[src/hw/rtl/oai_pkg.sv]
`timescale 1ns / 1ps
// ----------------------------------------------------------------------------
// Ordered array package
// Command and status codes, controller states and the shift control that the
// top level hands to every storage cell.
// ----------------------------------------------------------------------------
package oai_pkg;

  localparam int CMD_W    = 3;
  localparam int POS_W    = 4;
  localparam int VALUE_W  = 32;
  localparam int COUNT_W  = 5;
  localparam int STATUS_W = 2;
  // A range erase moves the list by at most sixteen places, one per cycle.
  localparam int STEP_W   = 5;

  typedef enum logic [CMD_W-1:0] {
    CMD_APPEND      = 3'd0,
    CMD_REMOVE_LAST = 3'd1,
    CMD_INSERT      = 3'd2,
    CMD_ERASE_ONE   = 3'd3,
    CMD_ERASE_RANGE = 3'd4,
    CMD_READ        = 3'd5,
    CMD_CLEAR       = 3'd6,
    CMD_NOP         = 3'd7
  } command_t;

  typedef enum logic [STATUS_W-1:0] {
    STAT_OK    = 2'd0,
    STAT_EMPTY = 2'd1,
    STAT_RANGE = 2'd2,
    STAT_FULL  = 2'd3
  } status_t;

  typedef enum logic {
    ST_IDLE = 1'b0,
    ST_EXEC = 1'b1
  } state_t;

  // One shift step for the whole row of cells.
  typedef struct packed {
    logic up;    // open a gap at the target position
    logic down;  // close the gap at the target position
  } shift_ctrl_t;

endpackage

[src/hw/rtl/ordered_array_insert_erase.sv]
`timescale 1ns / 1ps
// ----------------------------------------------------------------------------
// Ordered array with insert and erase
// An ordered list of up to DEPTH words kept in a row of cells. Insert and
// erase move the tail of the list one place per cycle through the row.
// ----------------------------------------------------------------------------
//
//   Channel   Handshake        Payload
//   --------  ---------------  ---------------------------------------------
//   request   start / busy     command, position, last_position, value
//   result    done (strobe)    read_value, entry_count, status
//
// A request is taken on a rising edge where start is high and busy is low.
// The cycle after that, every cell moves by at most one place; a range erase
// repeats that step once per removed entry, all other commands take one
// step. The result then shows on the result ports for one cycle under done,
// and in that same cycle busy is already low again, so the next request may
// be taken while done is high.
// The receiver cannot stall; results are never held back.
// Reset clears the count, the controller and the strobe. Cell contents are not
// reset: an entry is only ever read after it has been written.
//
module ordered_array_insert_erase
  import oai_pkg::*;
#(
  parameter int DEPTH     = 16,
  parameter int WORD_BITS = 32
) (
  input  logic                clk,
  input  logic                rst,
  input  logic                start,
  output logic                busy,
  input  logic [CMD_W-1:0]    command,
  input  logic [POS_W-1:0]    position,
  input  logic [POS_W-1:0]    last_position,
  input  logic [VALUE_W-1:0]  value,
  output logic                done,
  output logic [VALUE_W-1:0]  read_value,
  output logic [COUNT_W-1:0]  entry_count,
  output logic [STATUS_W-1:0] status
);

  // The count must be able to hold DEPTH itself. Comparisons run at a width
  // that also covers the four-bit positions and a gap of sixteen.
  localparam int CNT_W = $clog2(DEPTH + 1);
  localparam int CMP_W = (CNT_W > STEP_W) ? CNT_W : STEP_W;
  // Positions are four bits, so only the first sixteen cells can be read.
  localparam int RD_N  = (DEPTH < 16) ? DEPTH : 16;

  // ---------------------------------------------------------------------------
  // Stored state and request registers
  // ---------------------------------------------------------------------------
  logic [CNT_W-1:0]     count;
  state_t               state;
  state_t               state_next;

  logic [CMP_W-1:0]     target;
  logic [WORD_BITS-1:0] new_word;
  logic                 up_op;
  logic                 down_op;
  logic                 read_op;
  logic [STEP_W-1:0]    steps;
  status_t              result_status;
  logic [CNT_W-1:0]     count_after;

  logic                 accept;
  logic                 last_step;
  shift_ctrl_t          shift;

  // ---------------------------------------------------------------------------
  // Request decode. All bounds checks happen here, on the edge the request is
  // taken, so that the execute cycles only have to move words.
  // ---------------------------------------------------------------------------
  command_t             cmd;
  logic [CMP_W-1:0]     cnt_c;
  logic [CMP_W-1:0]     pos_c;
  logic [CMP_W-1:0]     last_c;
  logic [CMP_W-1:0]     depth_c;
  logic [STEP_W-1:0]    gap;
  logic [CMP_W-1:0]     dec_target;
  logic                 dec_up;
  logic                 dec_down;
  logic                 dec_read;
  logic [STEP_W-1:0]    dec_steps;
  status_t              dec_status;
  logic [CMP_W-1:0]     dec_count;
  logic [WORD_BITS+VALUE_W-1:0] value_wide;

  assign cmd     = command_t'(command);
  assign cnt_c   = CMP_W'(count);
  assign pos_c   = CMP_W'(position);
  assign last_c  = CMP_W'(last_position);
  assign depth_c = CMP_W'(DEPTH);
  assign gap     = STEP_W'(last_position) - STEP_W'(position) + STEP_W'(1);

  // Keep the low WORD_BITS bits of the incoming word, zero-filled if wider.
  assign value_wide = {{WORD_BITS{1'b0}}, value};

  always_comb begin
    dec_target = pos_c;
    dec_up     = 1'b0;
    dec_down   = 1'b0;
    dec_read   = 1'b0;
    dec_steps  = STEP_W'(1);
    dec_status = STAT_OK;
    dec_count  = cnt_c;
    unique case (cmd)
      CMD_APPEND: begin
        // Appending is an insert at the end of the list.
        dec_target = cnt_c;
        if (cnt_c >= depth_c) begin
          dec_status = STAT_FULL;
        end else begin
          dec_up    = 1'b1;
          dec_count = cnt_c + CMP_W'(1);
        end
      end
      CMD_REMOVE_LAST: begin
        if (cnt_c == '0) begin
          dec_status = STAT_EMPTY;
        end else begin
          dec_count = cnt_c - CMP_W'(1);
        end
      end
      CMD_INSERT: begin
        if (pos_c > cnt_c) begin
          dec_status = STAT_RANGE;
        end else if (cnt_c >= depth_c) begin
          dec_status = STAT_FULL;
        end else begin
          dec_up    = 1'b1;
          dec_count = cnt_c + CMP_W'(1);
        end
      end
      CMD_ERASE_ONE: begin
        if (cnt_c == '0) begin
          dec_status = STAT_EMPTY;
        end else if (pos_c >= cnt_c) begin
          dec_status = STAT_RANGE;
        end else begin
          dec_down  = 1'b1;
          dec_count = cnt_c - CMP_W'(1);
        end
      end
      CMD_ERASE_RANGE: begin
        if (cnt_c == '0) begin
          dec_status = STAT_EMPTY;
        end else if ((pos_c > last_c) || (last_c >= cnt_c)) begin
          dec_status = STAT_RANGE;
        end else begin
          // One shift down per removed entry.
          dec_down  = 1'b1;
          dec_steps = gap;
          dec_count = cnt_c - CMP_W'(gap);
        end
      end
      CMD_READ: begin
        if (cnt_c == '0) begin
          dec_status = STAT_EMPTY;
        end else if (pos_c >= cnt_c) begin
          dec_status = STAT_RANGE;
        end else begin
          dec_read = 1'b1;
        end
      end
      CMD_CLEAR: begin
        dec_count = '0;
      end
      CMD_NOP: begin
        dec_status = STAT_OK;
      end
      default: begin
        dec_status = STAT_OK;
      end
    endcase
  end

  // ---------------------------------------------------------------------------
  // Controller: next state and outputs in separate blocks.
  // ---------------------------------------------------------------------------
  always_comb begin
    state_next = state;
    unique case (state)
      ST_IDLE: begin
        if (start) begin
          state_next = ST_EXEC;
        end
      end
      ST_EXEC: begin
        if (steps == STEP_W'(1)) begin
          state_next = ST_IDLE;
        end
      end
      default: begin
        state_next = ST_IDLE;
      end
    endcase
  end

  always_comb begin
    busy       = 1'b0;
    last_step  = 1'b0;
    shift.up   = 1'b0;
    shift.down = 1'b0;
    unique case (state)
      ST_IDLE: begin
        busy = 1'b0;
      end
      ST_EXEC: begin
        busy       = 1'b1;
        last_step  = (steps == STEP_W'(1));
        shift.up   = up_op;
        shift.down = down_op;
      end
      default: begin
        busy = 1'b0;
      end
    endcase
  end

  assign accept = start && !busy;

  always_ff @(posedge clk) begin
    if (rst) begin
      state <= ST_IDLE;
    end else begin
      state <= state_next;
    end
  end

  // The request is held for the whole execute phase.
  always_ff @(posedge clk) begin
    if (accept) begin
      target        <= dec_target;
      new_word      <= value_wide[WORD_BITS-1:0];
      up_op         <= dec_up;
      down_op       <= dec_down;
      read_op       <= dec_read;
      result_status <= dec_status;
      count_after   <= CNT_W'(dec_count);
    end
  end

  always_ff @(posedge clk) begin
    if (accept) begin
      steps <= dec_steps;
    end else if (busy) begin
      steps <= steps - STEP_W'(1);
    end
  end

  // ---------------------------------------------------------------------------
  // Row of cells. Each cell sees its two neighbors; the ends see zeros, which
  // only ever land beyond the end of the list.
  // ---------------------------------------------------------------------------
  logic [WORD_BITS-1:0] cell_word [DEPTH];

  for (genvar g = 0; g < DEPTH; g++) begin : g_cell
    logic [WORD_BITS-1:0] left_word;
    logic [WORD_BITS-1:0] right_word;

    if (g == 0) begin : g_first
      assign left_word = '0;
    end else begin : g_inner_l
      assign left_word = cell_word[g-1];
    end

    if (g == DEPTH - 1) begin : g_last
      assign right_word = '0;
    end else begin : g_inner_r
      assign right_word = cell_word[g+1];
    end

    oai_cell #(
      .WORD_BITS (WORD_BITS),
      .CMP_W     (CMP_W),
      .INDEX     (g)
    ) u_cell (
      .clk        (clk),
      .shift      (shift),
      .target     (target),
      .new_word   (new_word),
      .left_word  (left_word),
      .right_word (right_word),
      .word       (cell_word[g])
    );
  end

  // ---------------------------------------------------------------------------
  // Read path: a select over at most the first sixteen cells. A read never shifts,
  // so the row is stable while the word is picked.
  // ---------------------------------------------------------------------------
  logic [WORD_BITS-1:0]         rd_word;
  logic [WORD_BITS+VALUE_W-1:0] rd_wide;

  always_comb begin
    rd_word = '0;
    for (int i = 0; i < RD_N; i++) begin
      if (target == CMP_W'(i)) begin
        rd_word = cell_word[i];
      end
    end
  end

  assign rd_wide = {{VALUE_W{1'b0}}, rd_word};

  // ---------------------------------------------------------------------------
  // Count and result registers. The count moves to its new value on the last
  // step, together with the result strobe.
  // ---------------------------------------------------------------------------
  always_ff @(posedge clk) begin
    if (rst) begin
      count <= '0;
      done  <= 1'b0;
    end else begin
      done <= last_step;
      if (last_step) begin
        count <= count_after;
      end
    end
  end

  always_ff @(posedge clk) begin
    if (last_step) begin
      read_value  <= read_op ? rd_wide[VALUE_W-1:0] : '0;
      entry_count <= COUNT_W'(count_after);
      status      <= result_status;
    end
  end

endmodule

[src/hw/rtl/oai_cell.sv]
`timescale 1ns / 1ps
// ----------------------------------------------------------------------------
// Ordered array storage cell
// Holds one list entry and, on a shift step, takes its new word from itself,
// the new value, or one of its two neighbors.
// ----------------------------------------------------------------------------
module oai_cell
  import oai_pkg::*;
#(
  parameter int WORD_BITS = 32,
  parameter int CMP_W     = 5,
  parameter int INDEX     = 0
) (
  input  logic                 clk,
  input  shift_ctrl_t          shift,
  input  logic [CMP_W-1:0]     target,
  input  logic [WORD_BITS-1:0] new_word,
  input  logic [WORD_BITS-1:0] left_word,
  input  logic [WORD_BITS-1:0] right_word,
  output logic [WORD_BITS-1:0] word
);

  localparam logic [CMP_W-1:0] IDX = CMP_W'(INDEX);

  logic [WORD_BITS-1:0] word_next;

  always_comb begin
    word_next = word;
    if (shift.up) begin
      if (IDX == target) begin
        word_next = new_word;
      end else if (IDX > target) begin
        word_next = left_word;
      end
    end else if (shift.down) begin
      if (IDX >= target) begin
        word_next = right_word;
      end
    end
  end

  always_ff @(posedge clk) begin
    word <= word_next;
  end

endmodule
[config.mk]
export PLATFORM = sky130hd
export DESIGN_NAME = ordered_array_insert_erase
export DESIGN_NICKNAME = d
export VERILOG_FILES = /design/src/hw/rtl/oai_pkg.sv /design/src/hw/rtl/ordered_array_insert_erase.sv /design/src/hw/rtl/oai_cell.sv
export SDC_FILE = /design/constraint.sdc
export NUM_CORES = 2
export LEC_CHECK = 0
export ABC_AREA = 1
export BUFFER_PORTS_ARGS = -buffer_cell sky130_fd_sc_hd__buf_2
export CAP_MARGIN = 10
export CORE_UTILIZATION = 50
export CTS_CLUSTER_DIAMETER = 60
export CTS_CLUSTER_SIZE = 20
export DETAILED_ROUTE_END_ITERATION = 6
export GPL_TIMING_DRIVEN = 0
export PLACE_DENSITY = 0.71
export REMOVE_ABC_BUFFERS = 1
export SETUP_SLACK_MARGIN = 0.1
export SLEW_MARGIN = 20
export SYNTH_ARGS = -nofsm -noshare
export SYNTH_HDL_FRONTEND = slang
export SYNTH_HIERARCHICAL = 1
export SYNTH_SLANG_ARGS = --single-unit
export TNS_END_PERCENT = 30
[constraint.sdc]
create_clock -name clk -period 5.6 [get_ports clk]
set_input_delay 0.56 -clock clk [delete_from_list [all_inputs] [get_ports clk]]
set_output_delay 0.56 -clock clk [all_outputs]
set_load 0.03 [all_outputs]
==> out/qor.yml <==
outcome: "finished with violations"
violations: "DRC"
syn-instance-count: 5920
synth_area_leaders: "edfxtp_1, nand2_1, inv_1"
synthTopCellsByCount: "nand2_1, inv_1, nand3_1, edfxtp_1, nand4_1"
dpl_cell_area_mm2: 0.0435
antenna_left: 0
area_growth_pct: 8.39
first_iter_violations: 4828
fmax_ghz: 0.229
grt_overflow: 0
grt_pass1_vias: 37600
worst_r2r_endpoint: "g_cell[2].u_cell/word[5]$_DFFE_PP_"
cts-root-buf: "clkbuf_16"
grt_pass1_wl_mm: 220
cp_max_fo: 33
cts_resized: 0
p_per_area_mw_per_mm2: 250
cts_tree: "done"
fillers: 7822
yosys.area.top_type: "edfxtp_1"
drt_drc_violations_left: 7
tightestPinTransition_ns: 1.27
vias: 40000
gp_congestion: 0.980
nets: 5936
rrSetupSlack_ns: 1.23
cts_setup_buffers: 0
drt_first_pass_iters: 7
cts_buffer_depth: 3
worstSetupEndpoint: "g_cell[2].u_cell/word[5]$_DFFE_PP_"
r2r-start: "target[0]$_DFFE_PP_"
antenna_found_initial: 4
diodes: 0
yosys.area.top_type_share_pct: 43.2
die_y_um: 292
rsz0062_at_grt: "no"
dp_hpwl_mm: 95.6
yosys_warnings: 6
reg2reg_depth: 6
cp.arrival_ns: 4.72
maxSlewHeadroom_pct: 15.4
cts_sinks: 610
min_path_type: "input pin to register"
final_hold_viol_count: 0
grt_max_degree: 130
port-buffer-count: 86
fin_crit_sh_pct: 78.0
start_util_pct: 50.8
avgSynthCellArea_um2: 7.08
p_total_mw: 11.4
layout-drive-gt1-share_pct: 6.67
yosysMostFrequentCell: "nand2_1"
cts_hold_buf: 0
grt_use_total_pct: 33.4
hp-start: "value[18]"
worstPathRequired_ns: 5.95
skew_ns: 0.0492
design_area_mm2: 0.0455
clk_pin_slew_ns: 0.08
p_leak_nw: 22.9
synth_edf_count: 603
slew_violations: 0
synth_ff_type: "edfxtp_1"
rows: 105
syn-cell-area_mm2: 0.0419
ys_ff_latch: 610
worstSetupEndpointType: "register"
core_area_mm2: 0.0825
cap_violations: 0
cts_buffers: 55
drt-total-wl_mm: 145
ios: 87
ir_drop_v: 0.000249
finalCriticalPeriod_ns: 4.37
post-place-cells: 6872
fp.dieArea_mm2: 0.0850
crit_start: "target[0]$_DFFE_PP_"
yosysSeqAreaShare_pct: 43.5
setup_viol: 0
worstSetupStartpointType: "register"
routed_via_density: 5.73
crit_type: "register to register"
die_x_um: 292
final_util_pct: 55.1
ctsHtreeMaxLevel: 2
async_reset_ff_share_pct: 0
wl_per_cell_um: 20.8
synth_cell_types: 50
clkLatencyLatePin_ns: 0.65
stdcell_count: 6975
==> metal layers <==
layer	global-route usage [%]	routed length, um	up-vias
met5	0	51	-
met4	16.4	7420	8
met2	53.2	65500	2485
met3	6.76	16600	470
li1	-	-	18500
met1	43.4	55200	18500
==> stage by stage <==
| step | setup WS, ns | hold slack [ns] | setup TNS, ns |
|---|---|---|---|
| final | 1.23 | 0.0911 | 0 |
| after global placement | -16.89 | 0.427 | - |
| after detailed placement | 1.40 | 0.407 | 0 |
| after floorplan | -6.81 | 0.400 | -5922.26 |
| after CTS | 1.41 | 0.0715 | 0 |
| after global routing | 1.08 | 0.0706 | 0 |
==> flip-flops by register name, indices dropped and copies added (netlist names), 2 cells and up <==
register            cells
entry_count             5
count_after             5
result_status           2
cnt_c                   5
read_value             32
steps                   5
status                  2
new_word               32
target                  5
g_cell.u_cell/word    512
==> logic make-up (layout without fill, tap and decap cells) <==
| kind of cell | Yosys count | in the layout | share of synthesized area [%] |
|---|---|---|---|
| compound gates | 106 | 106 | 1.44 |
| xor+xnor | 11 | 11 | 0.230 |
| simple gates | 3581 | 3581 | 37.9 |
| other cells | 1 | 64 | 0.00894 |
| fa+ha+maj | 30 | 30 | 0.949 |
| buf+inv | 1581 | 1503 | 15.9 |
| flops | 610 | 610 | 43.5 |
==> placed cells by master, fill, tap and decap left out, drive strengths merged, types with 4 or more instances in the layout <==
master and n:
nand2 2099, nor3 8, o22ai 6, buf 157, xor2 6, conb 64, nand4 395, nor2 309
xnor2 5, ha 27, o2111ai 4, o21ai 57, edfxtp 603, inv 1247, clkinv 30, nand3 752
dfxtp 7, bufinv 6, or2 15, a21oi 21, clkbuf 58, clkinvlp 5
==> layout make-up <==
type	instances	area (um^2)	area share, %
clock inverters	44	526	1.16
inverters	1244	4680	10.3
multi-input cells	3792	17400	38.4
clock buffers	58	1400	3.07
flip-flops and latches	610	18200	40.1
repair buffers	157	1820	4.01
well taps	1070	1340	2.94
==> power by group <==
group	switching, mW	leakage (nW)	internal (mW)
Clock	2.01	0.926	2.16
Combinational	1.21	16.4	0.488
Sequential	0.240	5.60	5.25
==> worst min path at each step <==
stage | cells after the start | to | slack (ns)
global placement | 0 | status[1]$_DFFE_PP_ | 0.43
detailed placement | 0 | status[1]$_DFFE_PP_ | 0.41
global route | 1 | new_word[18]$_DFFE_PP_ | 0.07
finish | 1 | new_word[18]$_DFFE_PP_ | 0.09
floorplan | 0 | status[0]$_DFFE_PP_ | 0.40
CTS | 1 | new_word[22]$_DFFE_PP_ | 0.07
==> worst max-delay path: stages, from the launching register on <==
cell and delay, ns:
edfxtp_1 0.71, buf_8 0.31, buf_16 0.17, nor2_4 0.74, nand3_2 0.95, a21oi_4 0.90
buf_16 0.24
No activity file was read; power rests on OpenSTA's default activity.
